## config.mk

```make
export PLATFORM = sky130hd
export DESIGN_NAME = c8x_ctrl
export DESIGN_NICKNAME = d
export VERILOG_FILES = /design/src/c8x_pkg.sv /design/src/c8x_ctrl.sv
export SDC_FILE = /design/constraint.sdc
export NUM_CORES = 1
export LEC_CHECK = 0
export BUFFER_PORTS_ARGS = -buffer_cell sky130_fd_sc_hd__buf_2
export CAP_MARGIN = 20
export CORE_MARGIN = 3
export CORE_UTILIZATION = 41
export CTS_BUF_LIST = sky130_fd_sc_hd__clkbuf_8
export DETAILED_ROUTE_END_ITERATION = 10
export PLACE_DENSITY = 0.67
export SLEW_MARGIN = 20
export SYNTH_ARGS = -nofsm -noshare
export SYNTH_HDL_FRONTEND = slang
export SYNTH_SLANG_ARGS = --single-unit
```

## constraint.sdc

```tcl
create_clock -name clk -period 1.68 [get_ports clk]
set_clock_uncertainty 0.15 [all_clocks]
set_input_delay 0.336 -clock clk [delete_from_list [all_inputs] [get_ports clk]]
set_output_delay 0.336 -clock clk [all_outputs]
set_load 0.02 [all_outputs]
```

## src/c8x_pkg.sv

```systemverilog
// Shared types, codes and constants of the CHIP-8 execute core.
package c8x_pkg;

    localparam int MEMORY_BYTES  = 4096;
    localparam int MEM_AW        = 12;
    localparam int SCREEN_WIDTH  = 64;
    localparam int SCREEN_HEIGHT = 32;
    localparam int FONT_BYTES    = 80;
    localparam logic [11:0] START_PC = 12'h200;
    localparam logic [11:0] ADDR_MAX = 12'hFFF;

    localparam logic [15:0] WORD_CLS = 16'h00E0;
    localparam logic [15:0] WORD_RET = 16'h00EE;

    localparam logic [7:0] MISC_DELAY_GET = 8'h07;
    localparam logic [7:0] MISC_WAIT_KEY  = 8'h0A;
    localparam logic [7:0] MISC_DELAY_SET = 8'h15;
    localparam logic [7:0] MISC_SOUND_SET = 8'h18;
    localparam logic [7:0] MISC_ADD_I     = 8'h1E;
    localparam logic [7:0] MISC_FONT      = 8'h29;
    localparam logic [7:0] MISC_BCD       = 8'h33;
    localparam logic [7:0] MISC_STORE     = 8'h55;
    localparam logic [7:0] MISC_FILL      = 8'h65;
    localparam logic [7:0] KEY_SKIP_DOWN  = 8'h9E;
    localparam logic [7:0] KEY_SKIP_UP    = 8'hA1;

    typedef enum logic [2:0] {
        KIND_LOAD = 3'd0,
        KIND_EXEC = 3'd1,
        KIND_TICK = 3'd2,
        KIND_KEY  = 3'd3,
        KIND_ROW  = 3'd4
    } kind_t;

    typedef enum logic [2:0] {
        STAT_OK    = 3'd0,
        STAT_BAD   = 3'd1,
        STAT_WAIT  = 3'd2,
        STAT_OVER  = 3'd3,
        STAT_UNDER = 3'd4
    } stat_code_t;

    typedef enum logic [3:0] {
        GRP_SYS         = 4'h0,
        GRP_JUMP        = 4'h1,
        GRP_CALL        = 4'h2,
        GRP_SKIP_EQ_IMM = 4'h3,
        GRP_SKIP_NE_IMM = 4'h4,
        GRP_SKIP_EQ_REG = 4'h5,
        GRP_SET_IMM     = 4'h6,
        GRP_ADD_IMM     = 4'h7,
        GRP_ALU         = 4'h8,
        GRP_SKIP_NE_REG = 4'h9,
        GRP_SET_I       = 4'hA,
        GRP_JUMP_OFS    = 4'hB,
        GRP_RAND        = 4'hC,
        GRP_DRAW        = 4'hD,
        GRP_KEY         = 4'hE,
        GRP_MISC        = 4'hF
    } grp_t;

    typedef enum logic [3:0] {
        ALU_MOV  = 4'h0,
        ALU_OR   = 4'h1,
        ALU_AND  = 4'h2,
        ALU_XOR  = 4'h3,
        ALU_ADD  = 4'h4,
        ALU_SUB  = 4'h5,
        ALU_SHR  = 4'h6,
        ALU_SUBN = 4'h7,
        ALU_SHL  = 4'hE
    } alu_t;

    typedef enum logic [2:0] {
        CLS_SIMPLE,
        CLS_CLEAR,
        CLS_RET,
        CLS_DRAW,
        CLS_BCD,
        CLS_STORE,
        CLS_FILL
    } cls_t;

    typedef enum logic [4:0] {
        ST_INIT,
        ST_IDLE,
        ST_DISPATCH,
        ST_LOAD,
        ST_TICK,
        ST_KEY,
        ST_ROW,
        ST_UNKNOWN,
        ST_FETCH_HI,
        ST_FETCH_LO,
        ST_FETCH_END,
        ST_READ_X,
        ST_READ_Y,
        ST_EXEC,
        ST_CLEAR,
        ST_RET,
        ST_DRAW_RD,
        ST_DRAW_WR,
        ST_BCD,
        ST_STORE,
        ST_FILL_RD,
        ST_FILL_WR,
        ST_FINISH
    } ctl_state_t;

    typedef struct packed {
        ctl_state_t op;
        logic       accept;
    } dp_cmd_t;

    typedef struct packed {
        logic  init_done;
        kind_t kind;
        cls_t  cls;
        logic  step_last;
        logic  out_free;
    } dp_stat_t;

    localparam logic [7:0] FONT_ROM [FONT_BYTES] = '{
        8'hF0, 8'h90, 8'h90, 8'h90, 8'hF0, 8'h20, 8'h60, 8'h20, 8'h20, 8'h70,
        8'hF0, 8'h10, 8'hF0, 8'h80, 8'hF0, 8'hF0, 8'h10, 8'hF0, 8'h10, 8'hF0,
        8'h90, 8'h90, 8'hF0, 8'h10, 8'h10, 8'hF0, 8'h80, 8'hF0, 8'h10, 8'hF0,
        8'hF0, 8'h80, 8'hF0, 8'h90, 8'hF0, 8'hF0, 8'h10, 8'h20, 8'h40, 8'h40,
        8'hF0, 8'h90, 8'hF0, 8'h90, 8'hF0, 8'hF0, 8'h90, 8'hF0, 8'h10, 8'hF0,
        8'hF0, 8'h90, 8'hF0, 8'h90, 8'h90, 8'hE0, 8'h90, 8'hE0, 8'h90, 8'hE0,
        8'hF0, 8'h80, 8'h80, 8'h80, 8'hF0, 8'hE0, 8'h90, 8'h90, 8'h90, 8'hE0,
        8'hF0, 8'h80, 8'hF0, 8'h80, 8'hF0, 8'hF0, 8'h80, 8'hF0, 8'h80, 8'h80
    };

    function automatic logic [7:0] font_byte(input logic [6:0] idx);
        logic [7:0] b;
        b = 8'h00;
        if (idx < 7'(FONT_BYTES))
        begin
            b = FONT_ROM[idx];
        end
        return b;
    endfunction

endpackage

```

## src/c8x_ctrl.sv

```systemverilog
// Sequencer of the CHIP-8 core: walks each transaction through its steps.
module c8x_ctrl (
    input  logic              clk,
    input  logic              rst_n,
    input  logic              in_valid,
    output logic              in_ready,
    output c8x_pkg::dp_cmd_t  cmd,
    input  c8x_pkg::dp_stat_t stat
);
    import c8x_pkg::*;

    ctl_state_t state_reg;
    ctl_state_t state_next;

    always_ff @(posedge clk or negedge rst_n)
    begin
        if (!rst_n)
        begin
            state_reg <= ST_INIT;
        end
        else
        begin
            state_reg <= state_next;
        end
    end

    always_comb
    begin
        state_next = state_reg;
        in_ready   = 1'b0;
        cmd.op     = state_reg;
        cmd.accept = 1'b0;
        unique case (state_reg)
            ST_INIT:
            begin
                if (stat.init_done)
                begin
                    state_next = ST_IDLE;
                end
            end
            ST_IDLE:
            begin
                in_ready   = 1'b1;
                cmd.accept = in_valid;
                if (in_valid)
                begin
                    state_next = ST_DISPATCH;
                end
            end
            ST_DISPATCH:
            begin
                unique case (stat.kind)
                    KIND_LOAD: state_next = ST_LOAD;
                    KIND_EXEC: state_next = ST_FETCH_HI;
                    KIND_TICK: state_next = ST_TICK;
                    KIND_KEY:  state_next = ST_KEY;
                    KIND_ROW:  state_next = ST_ROW;
                    default:   state_next = ST_UNKNOWN;
                endcase
            end
            ST_LOAD, ST_TICK, ST_KEY, ST_ROW, ST_UNKNOWN, ST_RET:
            begin
                state_next = ST_FINISH;
            end
            ST_FETCH_HI:  state_next = ST_FETCH_LO;
            ST_FETCH_LO:  state_next = ST_FETCH_END;
            ST_FETCH_END: state_next = ST_READ_X;
            ST_READ_X:    state_next = ST_READ_Y;
            ST_READ_Y:    state_next = ST_EXEC;
            ST_EXEC:
            begin
                unique case (stat.cls)
                    CLS_CLEAR: state_next = ST_CLEAR;
                    CLS_RET:   state_next = ST_RET;
                    CLS_DRAW:  state_next = ST_DRAW_RD;
                    CLS_BCD:   state_next = ST_BCD;
                    CLS_STORE: state_next = ST_STORE;
                    CLS_FILL:  state_next = ST_FILL_RD;
                    default:   state_next = ST_FINISH;
                endcase
            end
            ST_CLEAR, ST_BCD, ST_STORE:
            begin
                if (stat.step_last)
                begin
                    state_next = ST_FINISH;
                end
            end
            ST_DRAW_RD: state_next = ST_DRAW_WR;
            ST_DRAW_WR: state_next = stat.step_last ? ST_FINISH : ST_DRAW_RD;
            ST_FILL_RD: state_next = ST_FILL_WR;
            ST_FILL_WR: state_next = stat.step_last ? ST_FINISH : ST_FILL_RD;
            ST_FINISH:
            begin
                if (stat.out_free)
                begin
                    state_next = ST_IDLE;
                end
            end
            default: state_next = ST_INIT;
        endcase
    end
endmodule

```

==> metrics, run 1 <==
hpwl dp=1530 um; leakage=0.4889 nW; Initial DRC Count=20; Critical Path Max Stage Delay=about 0.45 ns; # H-tree levels=1; initial antenna violation count=0; failing checks=negative setup slack; Via density=a little under 6; Post-Synthesis Mean Instance Area=approximately 8.4 um2; sequential power share=between 10% and 20%; critical path class=flip-flop to output pin; Pwr Density=between 1500 and 2000 mW/mm2; sw frac=around 44%; final hold vios=0; die area=approximately 0.0022 mm2; vias in the first global route=between 700 and 800; Tot GR Track Use=roughly a quarter; WL final=between 2000 and 2500 um; clock-pin slew on the worst setup and hold paths=around 0.040 ns; Area growth syn-to-layout=54.92%; router iterations before antenna repair=4; site row count=14; worst min-delay path class=input port to flip-flop; total CTS buffers=3; layout cell share with drive strength beyond 1=around 57%; Starting Density=between 40% and 50%; Core Footprint=roughly 0.0016 mm2; n_diodes=0; Max-slew headroom=slightly above 70%; # setup viols final=5; clk_lat worst skew=roughly 0.24 ns; syn_nets=95; WP data required=between 1 and 1.5 ns; CP Capture Type=output pin; RSZ-0062 raised after global routing=yes; Max Buffers Root-to-Sink=2; global-route wire length before repair=3657 um; combinational fraction of design power=between 70 and 80%; crit path max-delay cell type=dfrtp_2; Max Cap Viol=0; synthesized flop and latch total=5; Max IR drop VDD=1059 uV; Layout Nets=136; Largest register FFs=5; Worst Tran Pin Value=about 0.43 ns; Setup WS pre-CTS=-0.07721 ns; # port buffers=18; crit start category=flip-flop; Pint=between 0.001 and 0.0015 W; post-synthesis sequential area ratio=between 10% and 20%; CTS tree=done; fin crit share=112.1%; largest net degree at the start of global routing=15; DR WL/cell=about 17 um; fmax=about 530 MHz; Die Y=47.30 um; Die W=~47 um; Netlist cell types=44; synth top area cells=dfrtp_1 18%, buf_4 5.4%, mux2i_1 4.3%; min cycle time layout=1.884 ns; max-slew violations=0; antenna viol nets, final=0; Clock power frac=11.9%; Sink Count=5; CP Cell Sequence=nor4_4 -> and3_4 -> buf_6; GRT overflow=0; crit-path max FO=5; Post-Synthesis Cells=83; synthesized cell area=~700 um2; status=finished with violations; Yosys top cell by area=dfrtp_1; num ports=19; share of the synthesized area in the top cell type=17.89%; worst hold slack=0.2901 ns; drt drc=0; Crit path arrival time=1.40 ns; clk root buf=clkbuf_8; routability cong.=between 0.8 and 0.9; routed via count=around 830; Worst Slack Setup Final=-0.2037 ns; YS warnings=0; P_sw=just under 0.0009 W
[power groups by stage]
stage / sequential (W) / clock, W / combinational, W
global route: 0.000261 / 0.000253 / 0.00161
detailed placement: 0.000280 / 0 / 0.00117
floorplan: 0.000315 / 0 / 0.000791
global placement: 0.000275 / 0 / 0.00114
CTS: 0.000251 / 0.000232 / 0.00135
finish: 0.000258 / 0.000240 / 0.00152
[per-stage QoR]
step / total power [W] / cells / setup TNS (ns) / area [um2] / utilization [%]
2_1_floorplan: 0.001105 / 83 / -0.3094 / 732.0 / -
3_3_place_gp: 0.001414 / 128 / -0.09939 / 913.4 / 58.59
3_5_place_dp: 0.001446 / 128 / -0.1876 / 913.4 / 58.59
4_1_cts: 0.001835 / 138 / -0.5313 / 1039 / 66.61
5_1_grt: 0.002127 / 139 / -1.092 / 1084 / 69.50
6_report: 0.002014 / 139 / -0.8611 / 1084 / 69.50
[worst max-delay path: cells and delay by family (launching register included)]
family / cells / cell delay [ns]
buffers and inverters: 1 / 0.11
DFF: 1 / 0.45
and+or+nand+nor: 2 / 0.59
[placed cells by master (no fill, tap or decap), types with 5 or more instances in the layout]
cell	count
buf_6	6
buf_4	21
dfrtp_2	5
o21ai_0	6
buf_2	15
[worst paths after layout]
path,from,cells past startpoint,slack [ns],end
worst max-delay path,state_reg[1],3,-0.20,cmd[0]
worst min-delay path,stat[5],3,0.29,state_reg[3]
worst max register to register,state_reg[2],6,-0.17,state_reg[2]
worst min register to register,state_reg[4],2,0.57,state_reg[4]
max in group asynchronous,rst_n,2,0.92,state_reg[3]
min in group asynchronous,rst_n,2,0.30,state_reg[1]
[logic make-up after synthesis]
| group | Yosys count | synth area share [%] |
|---|---|---|
| AOI/OAI and AO/OA | 26 | 27.73 |
| buffers and inverters | 11 | 10.73 |
| DFF | 5 | 17.89 |
| xor gates and xnor gates | 3 | 3.757 |
| and+or+nand+nor | 33 | 31.31 |
| muxes | 5 | 8.587 |
[what timing repair did]
action	CTS	global route
resized for setup	9	8
hold buffers	1	0
endpoints found under the setup margin	5	6
buffers inserted	5	1
pin swaps	2	2
hold endpoints to repair	5	0
gates cloned	0	0
[layout make-up]
cell class,instances,area (um2)
Clock buffer,3,41.29
Clock inverter,1,3.754
Fill cell,121,475.5
Inverter,4,15.01
Multi-Input combinational cell,67,561.8
Sequential cell,5,131.4
Tap cell,16,20.02
Timing Repair Buffer,43,310.3
[synthesized netlist by cell type, drive strengths merged]
cell	n
inv	4
nor4	2
nand2	3
a2111oi	2
dfrtp	5
a311oi	2
o21ba	1
nor3	1
o31a	1
o21a	1
o221ai	1
and4b	1
mux2i	3
or3b	1
nor2	3
o21ai	7
a21o	2
buf	7
or2b	1
nor4bb	1
o2bb2ai	1
a211o	1
or4	2
nor2b	3
mux2	2
xor2	3
nand2b	4
nor3b	2
nand3b	2
a211oi	3
nand3	2
and2	1
and3b	1
a21oi	3
or2	2
o2111ai	1
and3	1
[per-layer routing]
metal | GRT usage (%) | part of all wire (%)
met1 | 29.89 | 44
met4 | 8.287 | 1.9
met2 | 39.30 | 48
met3 | 7.280 | 5.6
met5 | 0 | 0
No activity file was read; power rests on OpenSTA's default activity.
==> inputs of run 2 (changes only) <==
ABC_AREA = 1   (was unset)
==> metrics, run 2 <==
status=finished, final reports clean; DR WL/cell=around 12 um; global-route wire length before repair=~3500 um; Die W=48.15 um; post-synthesis sequential area ratio=between 15 and 20%; WL final=between 2000 and 2500 um; Post-Synthesis Cells=129; share of the synthesized area in the top cell type=between 20% and 30%; n_diodes=0; routing usage on met3=5.166%; Sink Count=5; Core Footprint=between 0.0015 and 0.002 mm2; Tot GR Track Use=21.87%; crit path max-delay cell type=dfrtp_2; routability cong.=between 0.8 and 0.9; CP Capture Type=output pin; Worst Tran Pin Value=0.2566 ns; RSZ-0062 raised after global routing=yes; synthesized cell area=approximately 730 um2; predominant post-synthesis flop cell=dfrtp_1; Initial DRC Count=29; Crit path arrival time=about 1.2 ns; synthesized flop and latch total=5; Final Cell Area=around 0.001 mm2; CTS tree=done; routed via count=929; GRT overflow=0; Post-synth EDFFs=0; Buf/Inv on CP=3; Async SR Flop Fraction=100.0%; Max-slew headroom=around 83%; clk_lat worst skew=around 0.23 ns; initial antenna violation count=0; delay-heaviest family, CP=flip-flops; Pint=0.0008625 W; # H-tree levels=1; drt drc=0; clock-pin slew on the worst setup and hold paths=around 0.04 ns; Yosys top cell by area=nand2_1; Via density=around 5; busiest layer in global routing=met2; sw frac=~53%; Post-Synthesis Mean Instance Area=around 5.6 um2; die area=0.002318 mm2; fin cells=about 190; Die Y=a little under 50 um; met1 Usage GRT=roughly 28%; num ports=19; crit-path max FO=3; r2r setup slk=0.06 ns; # port buffers=18; Netlist cell types=21; Max Buffers Root-to-Sink=2; syn_nets=141; Max Cap Viol=0; leakage=between 0.5 and 0.6 nW; total CTS buffers=3; antenna viol nets, final=0; synth top area cells=nand2_1 22%, dfrtp_1 17%, nand3_1 12%; combinational fraction of design power=slightly above 70%; count leader, synth=nand2_1; sequential power share=14.8%; site row count=14; fmax=slightly below 600 MHz; Clock power frac=around an eighth; worst min-delay path class=input port to asynchronous set/reset pin; Layout Nets=about 180; synth cell count leaders=43 x nand2_1, 21 x nor2_1, 17 x nand3_1; layout cell share with drive strength beyond 1=38.89%; Starting Density=45.68%; Pwr Density=1801 mW/mm2; cell mode on critical path=nor2_4; worst hold slack=0.3031 ns; final hold vios=0; Max IR drop VDD=~900 uV; WP data required=approximately 1.2 ns; P_sw=about 0.00096 W; Critical Path Max Stage Delay=0.41 ns; hpwl dp=~1600 um; largest net degree at the start of global routing=11; clk root buf=clkbuf_8; most frequent cells in the layout=42 x nand2_1, 18 x nor2_1, 17 x nand3_1, 17 x buf_2, 12 x buf_4; router iterations before antenna repair=4; Cell Area, Placed=859.6 um2; min cycle time layout=about 1.7 ns; Largest register FFs=5; Area growth syn-to-layout=39.18%; YS warnings=0; critical path class=flip-flop to output pin; commonest non-fill, non-tap cell in the layout=nand2_1; fin crit share=between 90 and 100%; placed cells=around 170; vias in the first global route=just over 800; CP Cell Sequence=inv_4 -> nand3_4 -> nor2_4 -> inv_2 -> nor2_4 -> buf_6; met2 Track Usage GR=33.85%; crit start category=flip-flop; max-slew violations=0; # setup viols final=0
[run 2: changes by cell type in the layout (fill, tap and decap cells not counted), sizes merged, moves of 3 or more]
cell,change
nand2,+42
nor2,+26
nand3,+18
buf,-11
inv,+11
o21ai,-5
nand2b,-4
a211oi,-3
mux2i,-3
nor2b,-3
xor2,-3
[run 2: cells by family (layout without fill, tap and decap cells)]
family	after synthesis	after routing	synth area share, %
buffers and inverters	18	51	12.37
AO/OA/AOI/OAI	5	5	4.982
AND/OR/NAND/NOR	101	101	65.46
flip-flops	5	5	17.18
[run 2: power by group through the flow]
stage	sequential (W)	clock, W	combinational [W]
floorplan	0.000325	0	0.000833
global placement	0.000299	0	0.00109
detailed placement	0.000301	0	0.00110
CTS	0.000268	0.000231	0.00128
global route	0.000279	0.000242	0.00145
finish	0.000270	0.000230	0.00132
[run 2: per-stage QoR]
step / util, % / worst slack (ns) / power [W] / setup TNS (ns)
2_1_floorplan: - / 0.01629 / 0.001158 / 0
4_1_cts: 62.40 / -0.003653 / 0.001775 / -0.003653
3_3_place_gp: 53.92 / 0.1250 / 0.001390 / 0
3_5_place_dp: 53.92 / 0.09836 / 0.001402 / 0
5_1_grt: 63.58 / -0.06011 / 0.001971 / -0.1087
6_report: 63.58 / 0.0005762 / 0.001825 / 0
[run 2: layout make-up]
class	count	area (um2)
Multi-Input combinational cell	106	535.5
Clock buffer	3	41.29
Fill cell	161	580.6
Sequential cell	5	131.4
Timing Repair Buffer	32	207.7
Inverter	15	63.81
Tap cell	24	30.03
Clock inverter	1	3.754
[run 2: metal layers]
metal	wire length, um	vias to the layer above
met5	0	-
met4	70	0
met3	118	7
met2	1069	32
met1	927	421
li1	-	469
[run 2: final timing paths]
kind                                   start           end  depth (start not counted)
worst max-delay path            state_reg[1]        cmd[0]                          6
worst min-delay path                   rst_n  state_reg[4]                          2
worst max register to register  state_reg[3]  state_reg[1]                          8
worst min register to register  state_reg[0]  state_reg[0]                          2
max in group asynchronous              rst_n  state_reg[3]                          2
min in group clk                     stat[5]  state_reg[3]                          5
[run 2: what timing repair did]
action | CTS | global route
buffers inserted | 9 | 1
hold endpoints to repair | 5 | 0
pin swaps | 3 | 5
cloned | 0 | 0
hold buffers | 1 | 0
endpoints found under the setup margin | 2 | 5
gates resized for setup | 6 | 5
==> inputs of run 3 (changes only) <==
ABC_AREA = unset   (was 1)
RECOVER_POWER = 100   (was unset)
==> metrics, run 3 (synthesis gave the netlist of run 1 again) <==
worst hold slack=a little under 0.3 ns; fin cells=139; WP data required=between 1 and 1.5 ns; sw frac=44.21%; P_sw=0.0008866 W; leakage=roughly 0.48 nW; Die Y=approximately 47 um; Crit path arrival time=1.40 ns; # setup viols final=5; Largest register FFs=5; r2r worst-path depth=6; RSZ-0062 raised after global routing=yes; crit start category=flip-flop; Core Footprint=approximately 0.0016 mm2; Clock power frac=about an eighth; Initial DRC Count=18; min cycle time layout=1.884 ns; Pint=~0.0011 W; total CTS buffers=3; placed cells=between 100 and 150; most frequent cells in the layout=20 x buf_4, 13 x buf_2, 6 x o21ai_0, 6 x buf_6, 5 x dfrtp_2; clock-pin slew on the worst setup and hold paths=roughly 0.04 ns; Area growth syn-to-layout=54.02%; site row count=14; crit-path max FO=5; startpoint of the worst hold path=stat[5]; Tot GR Track Use=approximately a quarter; final hold vios=0; largest net degree at the start of global routing=15; WHS Path Cells=3; Layout Nets=136; commonest non-fill, non-tap cell in the layout=buf_4; Max-slew headroom=70.73%; fin crit share=112.1%; Max Buffers Root-to-Sink=2; Sink Count=5; DR WL/cell=17.28 um; layout cell share with drive strength beyond 1=a little over half; Max Cap Viol=0; Worst Slack Setup Final=-0.2036 ns; clk_lat worst skew=roughly 0.24 ns; die area=roughly 0.0022 mm2; routability cong.=slightly above 0.8; router iterations before antenna repair=4; antenna viol nets, final=0; hpwl dp=around 1500 um; Hold EP=state_reg[3]; total power=about 0.0020 W; Die W=around 47 um; n_diodes=0; fin util=~70%; CP Capture Type=output pin; GRT overflow=0; Max IR drop VDD=1057 uV; drt drc=0; fmax=roughly 530 MHz; sequential power share=between 10% and 20%; max-slew violations=0; vias in the first global route=760; worst flop-to-flop path endpoint=state_reg[2]; worst min-delay path class=input port to flip-flop; num ports=19; WL final=around 2400 um; global-route wire length before repair=~3700 um; # H-tree levels=1; # port buffers=18; Worst Tran Pin Value=approximately 0.43 ns; Pwr Density=1861 mW/mm2; routed via count=roughly 830; critical path class=flip-flop to output pin; RR Startpoint=state_reg[2]; failing checks=negative setup slack; initial antenna violation count=0; combinational fraction of design power=about three quarters; CTS tree=done; Via density=between 5 and 6; Starting Density=between 40% and 50%; clk root buf=clkbuf_8; status=finished with violations; r2r setup slk=-0.17 ns
run 3: cell count changes in the layout (fill, tap and decap cells not counted), sizes merged, moves of 4 or more:
cell | previous run | this run
nand2 | 45 | 3
nor2 | 29 | 3
nand3 | 20 | 2
inv | 16 | 5
buf | 31 | 39
o21ai | 2 | 7
nand2b | 0 | 4
run 3: power groups by stage:
stage	logic, W	registers (W)	clock network, W
after floorplan	0.000791	0.000315	0
after global placement	0.00114	0.000275	0
after detailed placement	0.00117	0.000280	0
after CTS	0.00135	0.000251	0.000232
after global routing	0.00161	0.000261	0.000253
final	0.00151	0.000258	0.000240
run 3: how the worst max path moves through the flow:
stage | startpoint | end | slack, ns | depth (start not counted)
final | state_reg[1] | cmd[0] | -0.20 | 3
after global placement | state_reg[0] | state_reg[2] | -0.04 | 4
after global routing | state_reg[2] | cmd[0] | -0.26 | 4
after detailed placement | state_reg[0] | state_reg[2] | -0.08 | 4
after CTS | state_reg[2] | cmd[0] | -0.14 | 4
after floorplan | state_reg[3] | state_reg[2] | -0.15 | 5
run 3: critical path, stage by stage, from the launching register on:
cell and delay [ns]:
dfrtp_2 0.45, nor4_4 0.35, and3_4 0.24, buf_6 0.11
run 3: per-stage QoR:
stage	worst slack [ns]	setup TNS, ns	area, um2
2_1_floorplan	-0.1466	-0.3094	732.0
3_3_place_gp	-0.04139	-0.09939	913.4
3_5_place_dp	-0.07721	-0.1876	913.4
4_1_cts	-0.1361	-0.5313	1039
5_1_grt	-0.2633	-1.141	1077
6_report	-0.2036	-0.8604	1077
run 3: what timing repair did:
| item | 4_1_cts | 5_1_grt |
|---|---|---|
| endpoints found under the hold margin | 5 | 0 |
| hold buffers | 1 | 0 |
| endpoints found under the setup margin | 5 | 6 |
| buffers inserted | 5 | 1 |
| resized for setup | 9 | 8 |
| pin swaps | 2 | 2 |
run 3: per-layer routing:
metal / global-route usage (%) / vias up / wire length, um
li1: - / 395 / -
met1: 29.89 / 400 / 1061
met2: 39.30 / 25 / 1156
met3: 7.280 / 9 / 137
met4: 8.287 / 0 / 46
met5: 0 / - / 0
run 3: cell type report:
class / count / area, um2
well taps: 16 / 20.02
repair buffers: 43 / 304.0
clock inverters: 1 / 3.754
clock buffers: 3 / 41.29
flip-flops and latches: 5 / 131.4
fillers: 122 / 481.7
inverters: 4 / 15.01
multi-input cells: 67 / 561.8
